File: src/hw/rtl/pcicfg_pkg.sv
package pcicfg_pkg;

  localparam int SPACE_BYTES = 256;
  localparam int ADDR_W      = $clog2(SPACE_BYTES);

  typedef enum logic [0:0] {
    CMD_READ  = 1'b0,
    CMD_WRITE = 1'b1
  } cmd_t;

  // Write behavior of a writable byte
  typedef enum logic [1:0] {
    WK_MASKED,   // byte <= data & mask
    WK_CLEAR,    // byte <= byte & data & mask (write-zero-to-clear status)
    WK_ONCE,     // byte <= data while byte is zero
    WK_SMRAM     // byte <= data while lock bit is clear
  } wr_kind_t;

  localparam int NUM_WR        = 43;
  localparam int SUBSYS_IDX    = 4;    // first write-once subsystem byte, 0x2c
  localparam int SMRAM_IDX     = 21;
  localparam int SMRAM_LOCK_BIT = 1;

  localparam logic [7:0] ABSENT_FN_DATA = 8'hff;

  localparam logic [ADDR_W-1:0] WR_ADDR [NUM_WR] = '{
    8'h04, 8'h06, 8'h07, 8'h13, 8'h2c, 8'h2d, 8'h2e, 8'h2f,
    8'h50, 8'h51, 8'h52, 8'h53, 8'h54, 8'h56, 8'h59,
    8'h5a, 8'h5b, 8'h5c, 8'h5d, 8'h5e, 8'h5f,
    8'h70, 8'h72, 8'h73, 8'h92, 8'h93, 8'h94,
    8'h98, 8'h99, 8'h9a, 8'h9b, 8'h9d, 8'ha8, 8'ha9, 8'hb0, 8'hb4,
    8'hb9, 8'hba, 8'hbb, 8'hbc, 8'hbd, 8'hbe, 8'hcb
  };

  localparam logic [7:0] WR_MASK [NUM_WR] = '{
    8'hff, 8'h90, 8'hff, 8'hfe, 8'hff, 8'hff, 8'hff, 8'hff,
    8'hdc, 8'h07, 8'hff, 8'hf7, 8'hff, 8'h80, 8'h30,
    8'h33, 8'h33, 8'h33, 8'h33, 8'h33, 8'h33,
    8'hff, 8'hfb, 8'ha8, 8'hff, 8'hff, 8'h3f,
    8'h77, 8'h80, 8'h77, 8'h80, 8'h80, 8'h37, 8'h03, 8'h81, 8'h08,
    8'hf0, 8'hff, 8'h1f, 8'hf8, 8'hf8, 8'h20, 8'h3f
  };

  localparam logic [7:0] WR_RESET [NUM_WR] = '{
    8'h06, 8'h90, 8'h00, 8'h00, 8'h00, 8'h00, 8'h00, 8'h00,
    8'h40, 8'h00, 8'h00, 8'h00, 8'h00, 8'h00, 8'h00,
    8'h00, 8'h00, 8'h00, 8'h00, 8'h00, 8'h00,
    8'h00, 8'h00, 8'h00, 8'hff, 8'hff, 8'hff,
    8'h00, 8'h00, 8'h00, 8'h00, 8'h00, 8'h00, 8'h00, 8'h00, 8'h00,
    8'h00, 8'h00, 8'h00, 8'h00, 8'h00, 8'h00, 8'h00
  };

  localparam wr_kind_t WR_KIND [NUM_WR] = '{
    WK_MASKED, WK_CLEAR, WK_CLEAR, WK_MASKED, WK_ONCE, WK_ONCE, WK_ONCE, WK_ONCE,
    WK_MASKED, WK_MASKED, WK_MASKED, WK_MASKED, WK_MASKED, WK_MASKED, WK_MASKED,
    WK_MASKED, WK_MASKED, WK_MASKED, WK_MASKED, WK_MASKED, WK_MASKED,
    WK_SMRAM, WK_MASKED, WK_MASKED, WK_MASKED, WK_MASKED, WK_MASKED,
    WK_MASKED, WK_MASKED, WK_MASKED, WK_MASKED, WK_MASKED, WK_MASKED, WK_MASKED,
    WK_MASKED, WK_MASKED,
    WK_MASKED, WK_MASKED, WK_MASKED, WK_MASKED, WK_MASKED, WK_MASKED, WK_MASKED
  };

  // Read-only bytes: fixed values, zero where not listed
  function automatic logic [7:0] ro_byte(input logic [ADDR_W-1:0] a);
    logic [7:0] v;
    v = 8'h00;
    case (a)
      8'h00:   v = 8'h86;
      8'h01:   v = 8'h80;
      8'h02:   v = 8'h30;
      8'h03:   v = 8'h11;
      8'h08:   v = 8'h02;
      8'h0b:   v = 8'h06;
      8'h10:   v = 8'h08;
      8'h34:   v = 8'ha0;
      8'h88:   v = 8'h09;
      8'h89:   v = 8'ha0;
      8'h8a:   v = 8'h04;
      8'h8b:   v = 8'hf1;
      8'h95:   v = 8'hff;
      8'ha0:   v = 8'h02;
      8'ha2:   v = 8'h20;
      8'ha4:   v = 8'h07;
      8'ha5:   v = 8'h02;
      8'ha7:   v = 8'h1f;
      default: v = 8'h00;
    endcase
    return v;
  endfunction

endpackage

File: src/hw/rtl/pci_config_register_file.sv
// PCI north-bridge configuration space, function 0, 256 bytes.
//
// Input channel (in_valid/in_ready): one byte access per item.
//   in_command 0 = read, 1 = write; in_function_number selects the function,
//   only function 0 exists; in_reg_address is the byte offset.
// Result channel (out_valid/out_ready): one item per read, carrying
//   out_read_data; reads of a nonzero function return 0xff. Writes produce
//   no result item.
// A read result is presented the cycle after the read is accepted.
// Throughput: one item per cycle unless stalled. A write is applied at the
//   edge that accepts it; a read the following cycle sees the new value.
// Only the 43 writable bytes are flops; every other byte is a constant.
//   Each writable byte compares the address itself and muxes onto the
//   read bus, one address decode plus an OR tree per cycle.
// Stall: in_ready drops only while a read result sits unconsumed in the
//   output register and out_ready is low; it is taken in the cycle the
//   receiver accepts that result.
// Reset (rst_n low, synchronous): all bytes return to their power-on
//   values, the SMRAM lock and write-once bytes release, and any pending
//   result item is dropped.
module pci_config_register_file (
  input  logic                         clk,
  input  logic                         rst_n,
  input  logic                         in_valid,
  output logic                         in_ready,
  input  logic                         in_command,
  input  logic [2:0]                   in_function_number,
  input  logic [pcicfg_pkg::ADDR_W-1:0] in_reg_address,
  input  logic [7:0]                   in_write_data,
  output logic                         out_valid,
  input  logic                         out_ready,
  output logic [7:0]                   out_read_data
);
  import pcicfg_pkg::*;

  logic [7:0] wr_r   [NUM_WR];
  logic [7:0] wr_nxt [NUM_WR];
  logic       out_valid_r;
  logic       out_valid_nxt;
  logic [7:0] out_data_r;
  logic [7:0] out_data_nxt;
  logic       in_fire;
  logic       fn0;

  assign in_ready      = !out_valid_r || out_ready;
  assign in_fire       = in_valid && in_ready;
  assign fn0           = (in_function_number == 3'd0);
  assign out_valid     = out_valid_r;
  assign out_read_data = out_data_r;

  // Per-byte update: each writable byte decodes its own address
  always_comb begin
    for (int i = 0; i < NUM_WR; i++) begin
      wr_nxt[i] = wr_r[i];
      if (in_fire && (in_command == CMD_WRITE) && fn0 &&
          (in_reg_address == WR_ADDR[i])) begin
        case (WR_KIND[i])
          WK_MASKED: wr_nxt[i] = in_write_data & WR_MASK[i];
          WK_CLEAR:  wr_nxt[i] = wr_r[i] & in_write_data & WR_MASK[i];
          WK_ONCE:   wr_nxt[i] = (wr_r[i] == 8'h00) ? in_write_data : wr_r[i];
          WK_SMRAM:  wr_nxt[i] = wr_r[i][SMRAM_LOCK_BIT] ? wr_r[i] : in_write_data;
          default:   wr_nxt[i] = wr_r[i];
        endcase
      end
    end
  end

  // Read path: writable bytes OR onto the bus, constants fill the rest; absent functions read 0xff
  always_comb begin
    logic [7:0] rd_bus;
    logic       rd_hit;
    rd_bus = 8'h00;
    rd_hit = 1'b0;
    for (int i = 0; i < NUM_WR; i++) begin
      if (in_reg_address == WR_ADDR[i]) begin
        rd_bus = rd_bus | wr_r[i];
        rd_hit = 1'b1;
      end
    end
    if (!fn0) begin
      out_data_nxt = ABSENT_FN_DATA;
    end else if (rd_hit) begin
      out_data_nxt = rd_bus;
    end else begin
      out_data_nxt = ro_byte(in_reg_address);
    end
  end

  always_comb begin
    out_valid_nxt = out_valid_r;
    if (in_fire) begin
      out_valid_nxt = (in_command == CMD_READ);
    end else if (out_ready) begin
      out_valid_nxt = 1'b0;
    end
  end

  always_ff @(posedge clk) begin
    if (!rst_n) begin
      out_valid_r <= 1'b0;
      for (int i = 0; i < NUM_WR; i++) begin
        wr_r[i] <= WR_RESET[i];
      end
    end else begin
      out_valid_r <= out_valid_nxt;
      for (int i = 0; i < NUM_WR; i++) begin
        wr_r[i] <= wr_nxt[i];
      end
    end
  end

  always_ff @(posedge clk) begin
    if (in_fire && (in_command == CMD_READ)) begin
      out_data_r <= out_data_nxt;
    end
  end

`ifndef SYNTHESIS
  a_absent_fn_reads_ff: assert property (@(posedge clk) disable iff (!rst_n)
    in_fire && (in_command == CMD_READ) && !fn0
      |=> out_valid && (out_read_data == ABSENT_FN_DATA))
    else $error("absent function read did not return 0xff");

  a_write_no_result: assert property (@(posedge clk) disable iff (!rst_n)
    in_fire && (in_command == CMD_WRITE) |=> !out_valid)
    else $error("write produced a result item");

  a_smram_frozen: assert property (@(posedge clk) disable iff (!rst_n)
    wr_r[SMRAM_IDX][SMRAM_LOCK_BIT] |=> $stable(wr_r[SMRAM_IDX]))
    else $error("locked SMRAM byte changed");

  a_subsys_write_once: assert property (@(posedge clk) disable iff (!rst_n)
    (wr_r[SUBSYS_IDX] != 8'h00) |=> $stable(wr_r[SUBSYS_IDX]))
    else $error("nonzero subsystem byte changed");
`endif

endmodule

File: config.mk
export PLATFORM = sky130hd
export DESIGN_NAME = pci_config_register_file
export DESIGN_NICKNAME = d
export VERILOG_FILES = /design/src/hw/rtl/pcicfg_pkg.sv /design/src/hw/rtl/pci_config_register_file.sv
export SDC_FILE = /design/constraint.sdc
export NUM_CORES = 1
export LEC_CHECK = 0
export ABC_AREA = 1
export BUFFER_PORTS_ARGS = -buffer_cell sky130_fd_sc_hd__buf_2
export CAP_MARGIN = 20
export CORE_MARGIN = 8
export CORE_UTILIZATION = 55
export CTS_BUF_LIST = sky130_fd_sc_hd__clkbuf_8
export CTS_CLUSTER_SIZE = 24
export DETAILED_ROUTE_END_ITERATION = 12
export GPL_TIMING_DRIVEN = 1
export PLACE_DENSITY_LB_ADDON = 0.25
export SLEW_MARGIN = 20
export SYNTH_ARGS = -nofsm -noshare
export SYNTH_HDL_FRONTEND = slang
export SYNTH_SLANG_ARGS = --single-unit
File: constraint.sdc
create_clock -name clk -period 5.68 [get_ports clk]
set_input_delay 1.136 -clock clk [delete_from_list [all_inputs] [get_ports clk]]
set_output_delay 1.136 -clock clk [all_outputs]
set_load 0.01 [all_outputs]
==> results by stage, run 1 <==
Worst setup path:
- Data on the critical path is required at its endpoint by 6080 ps.
- On the critical path the largest part of the delay comes from simple AND/OR/NAND/NOR gates.
- The data arrival at the endpoint of the critical path is 3670 ps.
- The highest net fanout along the worst path is 16.
- The cell with the largest stage delay on the worst path is nor2_2.
- Walking the worst path, the cells encountered are buf_2, nor3_4, nand2_1, nor2_2, nand3_1, o21ai_0, a21oi_1.
- STA classifies the critical path startpoint as an input pin.
- For this run, the slowest stage of the critical path takes 780 ps.
- The count of buffer and inverter cells on the critical path is 1.
- The critical path endpoint category is a flip-flop.
- The critical path in this run is classified as in2reg.

Placement:
- The minimum setup slack after placement is 2000 ps.
- The final RePlAce weighted congestion is 0.980.
- The count of placed standard cells including taps is 1615.
- The number of I/O port buffers is 33.
- The wire-length estimate of the detail-placed layout is 23.2 mm.

Global route:
- The initial antenna violation count is 0.
- The via count of the first global-routing pass is 9078.
- Entering global routing, the biggest net connects 116 pins.
- The global router's overall resource usage is 29.5%.
- The first global-routing pass estimated 51.8 mm of wire.
- The total grt overflow is 0.

Layout:
- Compared with the post-synthesis result, the final layout area differs by 10.8%.
- At the end of the flow, the number of nets in the layout was 1452.
- At the end of the flow the core is filled with cells to 62.2%.
- Excluding fillers, the count of instances in the completed layout stands at 1686.
- The repair_antennas step left the layout with diodes totalling 0.
- The share of cells above drive strength 1 is 9.61%.

Die:
- The floorplan has 49 rows.
- The floorplan die area is 0.0229 mm^2.
- For this configuration, the core starts out at a cell density of 56.1%.
- 34 I/O pins were placed.
- The floorplan die width is 151 um.
- The floorplan step defined a core boundary enclosing 0.0180 mm^2.
- The vertical die dimension is 151 um.

STA:
- The final critical-path share of the clock period is 57.6%.
- The measured slew at the worst slew-check pin is 1100 ps.
- The clock arrives with 25.4 ps of skew.
- Setup repair after global routing left no endpoint under its margin.
- The clock period minus worst slack is 3270 ps.
- The total negative slack is 0 ps.
- The final number of hold-violating endpoints is 0.
- The relative slew slack is 26.2%.
- The timing-limited maximum frequency is 305 MHz.
- Setup slack on the critical path of the routed design comes to 2410 ps.
- Setup violations remaining at the end of the flow were counted as 0.
- The final max-slew violation count is 0.

Synthesis:
- The gate count after technology mapping is 1414.
- Yosys attributes the largest share of cell area to dfxtp_1, nand2_1, a21oi_1, o21ai_0, nand3_1.
- The register area share after synthesis is 45.3%.
- The fraction of registers with async set/reset is 0%.
- Of all cell types, the one taking the most synthesized area is dfxtp_1.
- The number of flops mapped to enable cells by yosys is 8.
- Counting distinct cell types in the post-synthesis netlist gives 25.
- In this run the cell area of the synthesized design comes to 0.0101 mm^2.
- The number of synthesis warnings is 0.
- The share of Yosys cell area claimed by the top area cell type is 42.9%.
- For this run, the leading register cell type out of synthesis is dfxtp_1.
- The average instance in the mapped netlist occupies 7.13 um^2.
- After synthesis the netlist holds a flip-flop and latch count of 224.
- The net count after synthesis is 1438.
- In the synthesized netlist, the cells that appear most often are nand2_1, dfxtp_1, a21oi_1.
- The most numerous cell in the Yosys netlist is nand2_1.

Clock network:
- In this run, CTS created clock tree buffers numbering 38.
- The root buffer selected by CTS is clkbuf_8.
- After clock tree synthesis, the repair step resized 0 gates.
- Counting along the longest clock path gives a buffer depth of 3.
- The number of buffers inserted by hold repair at cts is 0.
- In this run the number of H-tree levels came out at 2.
- In this run the post-CTS setup repair buffer count came out at 0.
- The clock slew at the register clock pins of the worst setup and hold paths is 60 ps.
- The TritonCTS clock tree is built.
- The later pin in the worst-skew pair is clocked with a latency of 540 ps.
- The TritonCTS sink count is 224.

Pwr:
- The total power is 3.18 mW.
- The sequential power share is 49.9%.
- Power spread over the standard cell area amounts to 284 mW/mm^2.
- Cell internal power was estimated by the tool at 2.39 mW.
- The switching part of the total power is 24.7%.
- Combinational logic burns 5.0% of the power.
- The leakage power is 4.73 nW.
- The largest voltage drop on the vdd net is 0.256 mV.
- The switching component of the power is 0.786 mW.
- The clock share of power is 45.2%.

Run:
- Max-cap violations in this run came to 0.

Drt:
- Dividing the detail-routed wire length by the instance count gives 20.3 um.
- Once detail routing completed, the nets flagged for antenna violations numbered 0.
- The post-detailed-route via-to-cell ratio is 6.02.
- The total vias in the final route is 10.2k.
- The first-pass iteration count of the detailed router is 5.
- After detailed routing, the total wire length is 34.2 mm.
- The DRC marker count from the first detailed-route iteration is 1288.
- The post-detailed-route DRC marker count is 0.

Hold path:
- The path category of the worst min-delay check is reg2reg.

Outcome:
- The run finished with clean final reports.
[area by class of cell]
cell class / count / area (um^2)
fill: 1662 / 6790
clock buffer: 49 / 674
sequential: 224 / 4560
multi-input combinational: 1031 / 4900
inverter: 88 / 330
tap: 229 / 287
timing repair buffer: 45 / 330
clock inverter: 20 / 88.8
[power groups by stage]
stage | Combinational (mW) | Clock [mW] | Sequential (mW)
after floorplan | 0.0799 | 0 | 1.62
after global placement | 0.144 | 0 | 1.62
after detailed placement | 0.147 | 0 | 1.62
after CTS | 0.147 | 1.44 | 1.58
after global routing | 0.163 | 1.52 | 1.58
final | 0.157 | 1.44 | 1.58
[logic make-up (layout without fill, tap and decap cells)]
| group | count (synthesis) | count (layout) | synth area share [%] |
|---|---|---|---|
| flip-flops | 224 | 224 | 45.3 |
| AND/OR/NAND/NOR | 649 | 649 | 28.8 |
| AO/OA/AOI/OAI | 382 | 382 | 19.7 |
| buffers and inverters | 159 | 202 | 6.25 |
[metal layers]
layer	global-route usage (%)	share of wire (%)	vias to the layer above
li1	-	-	4805
met1	41.1	42	4667
met2	43.8	43	595
met3	5.53	11	91
met4	12.4	3.5	0
met5	0	0	-
[worst reg2reg max path, stage by stage (launching register included)]
cell	delay (ps)
dfxtp_1	310
nand2_1	170
nand2_1	130
nor2_2	790
nand3_1	650
o21ai_0	390
a21oi_1	80
[path summary, 6_finish.rpt]
path                                       startpoint     endpoint  slack [ps]  cells after the start
worst min register to register            wr_r[0][17]  wr_r[0][17]         450                      2
worst max-delay path            in_function_number[1]  wr_r[0][57]        2410                      7
worst max register to register              out_valid  wr_r[0][57]        3030                      6
worst min-delay path                      wr_r[0][17]  wr_r[0][17]         450                      2
[registers in the layout (all words and copies together) (netlist names)]
register / flops
wr_r: 215
out_valid: 1
out_read_data: 8
[through the flow]
step / hold WS (ps) / cell area [um^2]
finish: 452 / 11200
global route: 464 / 11200
detailed placement: 442 / 10400
CTS: 451 / 11100
floorplan: 419 / 10100
global placement: 435 / 10300
[placed cells by master, fill, tap and decap left out, drive strengths merged]
master	n
nand2	315
dfxtp	216
a21oi	178
o21ai	174
nor2	146
nand3	126
inv	95
clkbuf	49
buf	45
nor3	34
o211ai	29
nand4	22
clkinv	12
edfxtp	8
nor4	6
a31oi	1
clkinvlp	1
Power figures use the tool's default switching activity.
==> run 2: changes to the inputs <==
clock period = 2.7 ns   (was 5.68 ns; I/O delays follow)
==> results by stage, run 2 (synthesized netlist as in run 1, its figures left out) <==
Pwr:
- The total power was 6.66 mW (was 3.18 mW).
- The leakage power is 4.94 nW (was 4.73 nW).
- The combinational cell fraction of total power is 5.2% (was 5.0%).
- The sequential power share was 50.1% (was 49.9%).
- The switching component of the power is 1.63 mW (was 0.786 mW).
- The clock share of power is 44.7% (was 45.2%).
- The largest voltage drop on the vdd net was 0.491 mV (was 0.256 mV).
- The internal portion of total power was 5.03 mW (was 2.39 mW).
- The power density over cell area was 582 mW/mm^2 (was 284 mW/mm^2).
- The switching part of the total power is 24.5% (was 24.7%).

STA:
- The clock period minus worst slack is 2170 ps.
- The measured slew at the worst slew-check pin came to 1120 ps (was 1100 ps).
- The final number of hold-violating endpoints came to 0 (unchanged).
- The final max-slew violation count was 0 (unchanged).
- The final-layout worst hold slack is 347 ps (was 452 ps).
- The slack of the critical path is 526 ps (was 2410 ps).
- The setup-violating endpoint count in the final report came to 0 (unchanged).
- Setup repair after global routing missed its margin: no (unchanged).
- The final critical-path share of the clock period is 80.5%.
- For this run, the top clock speed supported by timing is 460 MHz.
- The relative slew slack is 25.2% (was 26.2%).
- The worst clock skew on the final layout is 18.6 ps (was 25.4 ps).
- The total negative slack was 0 ps (unchanged).

Drt:
- The total wire length after detailed routing is 35.6 mm (was 34.2 mm).
- The post-detailed-route wirelength per cell came to 20.6 um (was 20.3 um).
- The post-detailed-route DRC marker count is 0 (unchanged).
- The number of routed nets with antenna violations came to 0 (unchanged).
- The first-pass iteration count of the detailed router is 6 (was 5).
- The DRC marker count from the first detailed-route iteration is 1233 (was 1288).
- The total vias in the final route was 10.2k (about the same).
- The post-detailed-route via-to-cell ratio is 5.92 (was 6.02).

Clock network:
- The clock insertion delay at the later pin of the skew report is 530 ps (was 540 ps).
- The TritonCTS sink count is 224 (unchanged).
- The post-cts repair resize count came to 0 (unchanged).
- The number of buffers inserted by hold repair at cts is 0 (unchanged).
- The TritonCTS clock tree was built (unchanged).
- The root buffer selected by CTS is clkbuf_8 (unchanged).
- The number of post-CTS setup repair buffers is 0 (unchanged).
- The number of buffers created by CTS was 38 (unchanged).
- The total number of H-tree levels is 2 (unchanged).
- The clock slew at the register clock pins of the worst setup and hold paths came to 60 ps (about the same).
- The maximum number of buffers from clock root to sink was 3 (unchanged).

Placement:
- The sum of net half-perimeters after detailed placement is 25.2 mm (was 23.2 mm).
- The number of I/O port buffers is 33 (unchanged).
- The minimum setup slack after placement came to 122 ps (was 2000 ps).
- The placement-stage cell area is 0.0107 mm^2 (was 0.0104 mm^2).
- The count of placed standard cells including taps came to 1658 (was 1615).
- The final RePlAce weighted congestion is 1.03 (was 0.980).

Layout:
- The number of inserted filler cells in the final layout came to 1698 (was 1662).
- The share of cells above drive strength 1 was 11.6% (was 9.61%).
- The final cell count without fillers came to 1727 (was 1686).
- The final net count is 1493 (was 1452).
- The final standard cell utilization of the core is 63.7% (was 62.2%).
- Most frequent cells in the layout: nand2_1, dfxtp_1, a21oi_1 (unchanged).
- The leading cell type in the layout, fill and taps excluded was nand2_1 (unchanged).
- The register with the most flip-flops is wr_r (unchanged).
- The flip-flop count of the largest register after layout is 215 (unchanged).
- The number of diodes is 0 (unchanged).
- The total non-filler cell area in the finished layout is 0.0114 mm^2 (was 0.0112 mm^2).
- The relative area change from synthesis to final layout is 13.5% (was 10.8%).

Worst setup path:
- The critical path endpoint category is a flip-flop (unchanged).
- The highest net fanout along the worst path is 11 (was 16).
- The data arrival at the endpoint of the critical path was 2430 ps (was 3670 ps).
- The internal reg-to-reg setup slack was 800 ps (was 3030 ps).
- The data required time at the worst endpoint is 2950 ps (was 6080 ps).
- The sort of element at the start of the critical path is an input pin (unchanged).
- The type of the worst setup path is in2reg (unchanged).
- The worst reg-to-reg path cell count is 7 (was 6).

Die:
- The area of the core region is 0.0180 mm^2 (unchanged).
- The vertical die dimension is 151 um (unchanged).
- The floorplan die width is 151 um (unchanged).
- The top-level I/O count is 34 (unchanged).
- The starting utilization of the core area is 56.1% (unchanged).
- The total number of placement rows was 49 (unchanged).
- The floorplan die area is 0.0229 mm^2 (unchanged).

Global route:
- The total grt overflow is 0 (unchanged).
- The initial antenna violation count is 2 (was 0).
- The maximum number of pins on one net before global-route repair is 89 (was 116).
- The global router's overall resource usage was 31.1% (was 29.5%).
- The first-pass GRT wire length is 53.9 mm (was 51.8 mm).
- The via count of the first global-routing pass is 9242 (was 9078).

Run:
- The number of max-capacitance violations reported is 0 (unchanged).

Outcome:
- Outcome: finished clean (unchanged).

Hold path:
- The path category of the worst min-delay check is in2reg (was reg2reg).
- The worst hold path cell count is 3 (was 2).
## run 2: layer usage
layer  wire length [um]  up-vias  GRT usage [%]
met1              15200     4723           43.0
met2              15100      517           45.7
met3               3890       83           7.38
li1                   -     4897              -
met4               1320        4           12.3
met5                 35        -              0
## run 2: worst paths after layout
kind | startpoint | end
worst max-delay path | in_reg_address[7] | out_read_data[1]
worst min register to register | wr_r[0][214] | wr_r[0][214]
worst min-delay path | in_write_data[2] | wr_r[0][34]
worst max register to register | out_valid | wr_r[0][61]
## run 2: layout make-up
type                            instances  area (um^2)  share of cell area (%)
Multi-Input combinational cell       1031         4900                    42.8
Sequential cell                       224         4560                    39.9
Clock buffer                           49          674                    5.89
Timing Repair Buffer                   86          616                    5.38
Inverter                               88          330                    2.89
Tap cell                              229          287                    2.50
Clock inverter                         20         77.6                   0.678
## run 2: power by group through the flow
stage	logic, mW	registers, mW	clock network [mW]
floorplan	0.168	3.41	0
global placement	0.336	3.41	0
detailed placement	0.335	3.41	0
CTS	0.336	3.33	3.00
global route	0.362	3.33	3.17
finish	0.347	3.33	2.98
## run 2: critical path, stage by stage
cell,delay (ps)
buf_2,120
inv_1,130
nor2_1,70
nand2_1,440
nor2_1,290
nand2_1,110
nand2_1,80
nor2_1,220
nand2_1,80
nor2_1,220
nand4_1,110
==> run 3: changes to the inputs <==
clock period = 2.2 ns   (was 2.7 ns; I/O delays follow)
==> results by stage, run 3 (synthesized netlist as in run 1, its figures left out) <==
STA:
- Subtracting the final worst setup slack from the clock period gives 1960 ps.
- The final max-slew violation count is 0 (unchanged).
- The timing-limited maximum frequency is 511 MHz.
- Setup repair after global routing missed its margin: no (unchanged).
- The setup-violating endpoint count in the final report came to 0 (unchanged).
- Of the available clock period, the critical path in the final layout requires 88.9%.
- The worst clock skew on the final layout was 21.4 ps (was 18.6 ps).
- The relative slew slack is 30.1% (was 25.2%).
- The measured slew at the worst slew-check pin is 1050 ps (was 1120 ps).
- The final number of hold-violating endpoints was 0 (unchanged).
- The total negative slack was 0 ps (unchanged).

Worst setup path:
- The sort of element at the start of the critical path is an input pin (unchanged).
- The startpoint of the most critical register-to-register path is out_valid (unchanged).
- The type of the worst setup path is in2reg (unchanged).
- The worst reg-to-reg path cell count is 7 (unchanged).
- The critical path endpoint category is a flip-flop (unchanged).
- The data required time at the worst endpoint was 2580 ps (was 2950 ps).
- The highest net fanout along the worst path is 13 (was 11).
- The data arrival at the endpoint of the critical path is 2340 ps (was 2430 ps).
- The critical path launch point is in_reg_address[2] (was in_reg_address[7]).

Pwr:
- The power density over cell area is 699 mW/mm^2 (was 582 mW/mm^2).
- The largest voltage drop on the vdd net is 0.623 mV (was 0.491 mV).
- The leakage power is 5.18 nW (was 4.94 nW).
- The total power came to 8.32 mW (was 6.66 mW).

Global route:
- The total grt overflow was 0 (unchanged).
- The first-pass GRT wire length is 56.6 mm (was 53.9 mm).
- The via count of the first global-routing pass is 9810 (was 9242).
- The initial antenna violation count came to 1 (was 2).
- The maximum number of pins on one net before global-route repair is 94 (was 89).
- The global router's overall resource usage is 32.6% (was 31.1%).

Die:
- The floorplan die area came to 0.0229 mm^2 (unchanged).
- The vertical die dimension was 151 um (unchanged).
- The starting utilization of the core area is 56.1% (unchanged).
- The top-level I/O count is 34 (unchanged).
- The total number of placement rows is 49 (unchanged).
- The floorplan die width is 151 um (unchanged).
- The area of the core region is 0.0180 mm^2 (unchanged).

Clock network:
- The TritonCTS clock tree was built (unchanged).
- The total number of H-tree levels is 2 (unchanged).
- The maximum number of buffers from clock root to sink is 3 (unchanged).
- The root buffer selected by CTS was clkbuf_8 (unchanged).
- The number of buffers inserted by hold repair at cts is 0 (unchanged).
- The number of post-CTS setup repair buffers is 0 (unchanged).
- The post-cts repair resize count is 0 (unchanged).
- The number of buffers created by CTS is 38 (unchanged).
- The clock insertion delay at the later pin of the skew report is 520 ps (was 530 ps).
- The TritonCTS sink count was 224 (unchanged).
- The clock slew at the register clock pins of the worst setup and hold paths came to 60 ps (about the same).

Drt:
- The total wire length after detailed routing came to 37.1 mm (was 35.6 mm).
- The detailed route wirelength on metal2 is 15.8 mm (was 15.1 mm).
- The total vias in the final route is 10.5k (was 10.2k).
- The DRC marker count from the first detailed-route iteration is 1181 (was 1233).
- The post-detailed-route via-to-cell ratio is 5.92 (about the same).
- The number of routed nets with antenna violations is 0 (unchanged).
- The length of routed met3 wiring is 4.25 mm (was 3.89 mm).
- The met1 wire length is 15.5 mm (was 15.2 mm).
- The post-detailed-route wirelength per cell is 21.0 um (was 20.6 um).
- The first-pass iteration count of the detailed router is 7 (was 6).
- The highest routed metal layer was met5 (unchanged).
- The post-detailed-route DRC marker count is 0 (unchanged).

Layout:
- The final net count was 1544 (was 1493).
- The flip-flop count of the largest register after layout is 215 (unchanged).
- The register with the most flip-flops is wr_r (unchanged).
- Most frequent cells in the layout: nand2_1, dfxtp_1, a21oi_1 (unchanged).
- The share of cells above drive strength 1 came to 14.5% (was 11.6%).
- The leading cell type in the layout, fill and taps excluded is nand2_1 (unchanged).
- The relative area change from synthesis to final layout was 18.0% (was 13.5%).

Hold path:
- The path category of the worst min-delay check is in2reg (unchanged).
- The worst hold path cell count was 2 (was 3).
- The startpoint of the lowest-slack hold path is rst_n (was in_write_data[2]).

Run:
- The number of max-capacitance violations reported is 0 (unchanged).

Placement:
- The number of I/O port buffers is 33 (unchanged).
- The final RePlAce weighted congestion is 1.08 (was 1.03).
- The sum of net half-perimeters after detailed placement came to 26.8 mm (was 25.2 mm).

Outcome:
- Outcome: finished clean (unchanged).
## run 3: final cells by class
type	instances	area [um^2]
fillers	1628	6060
multi-input cells	1031	4900
flip-flops and latches	224	4560
repair buffers	137	1070
clock buffers	47	647
inverters	88	330
well taps	229	287
clock inverters	13	103
diodes	1	2.50
## run 3: path summary, 6_finish.rpt
check | slack (ps) | to
max reg2reg | 440 | wr_r[0][61]
min | 210 | wr_r[0][212]
min reg2reg | 450 | wr_r[0][214]
max | 240 | wr_r[0][210]
## run 3: critical path, stage by stage
cell and delay, ps:
buf_2 120, inv_1 60, buf_4 130, nor2_1 270, nand2_1 250, nor2_1 430
nand2_1 390, nand2_1 150, o211ai_1 90
## run 3: through the flow
step                instances  cell area (um^2)  util, %  worst slack, ps  hold slack, ps
global route             1769             11900     66.2              144             210
CTS                      1769             11900     66.2              357             201
global placement         1709             11200     62.1             -209             433
floorplan                1414             10100        -              317             419
detailed placement       1709             11200     62.1             -214             443
finish                   1770             11900     66.3              245             215
## run 3: power by group
part | total [mW] | switching [mW] | leakage (nW) | internal, mW
logic | 0.475 | 0.344 | 2.94 | 0.131
clock network | 3.75 | 1.61 | 0.423 | 2.13
registers | 4.10 | 0.00614 | 1.81 | 4.09
## run 3: per-layer routing
metal | up-vias | track usage [%]
li1 | 4984 | -
met1 | 4798 | 44.3
met2 | 587 | 47.6
met3 | 112 | 8.69
met4 | 2 | 14.0
met5 | - | 0
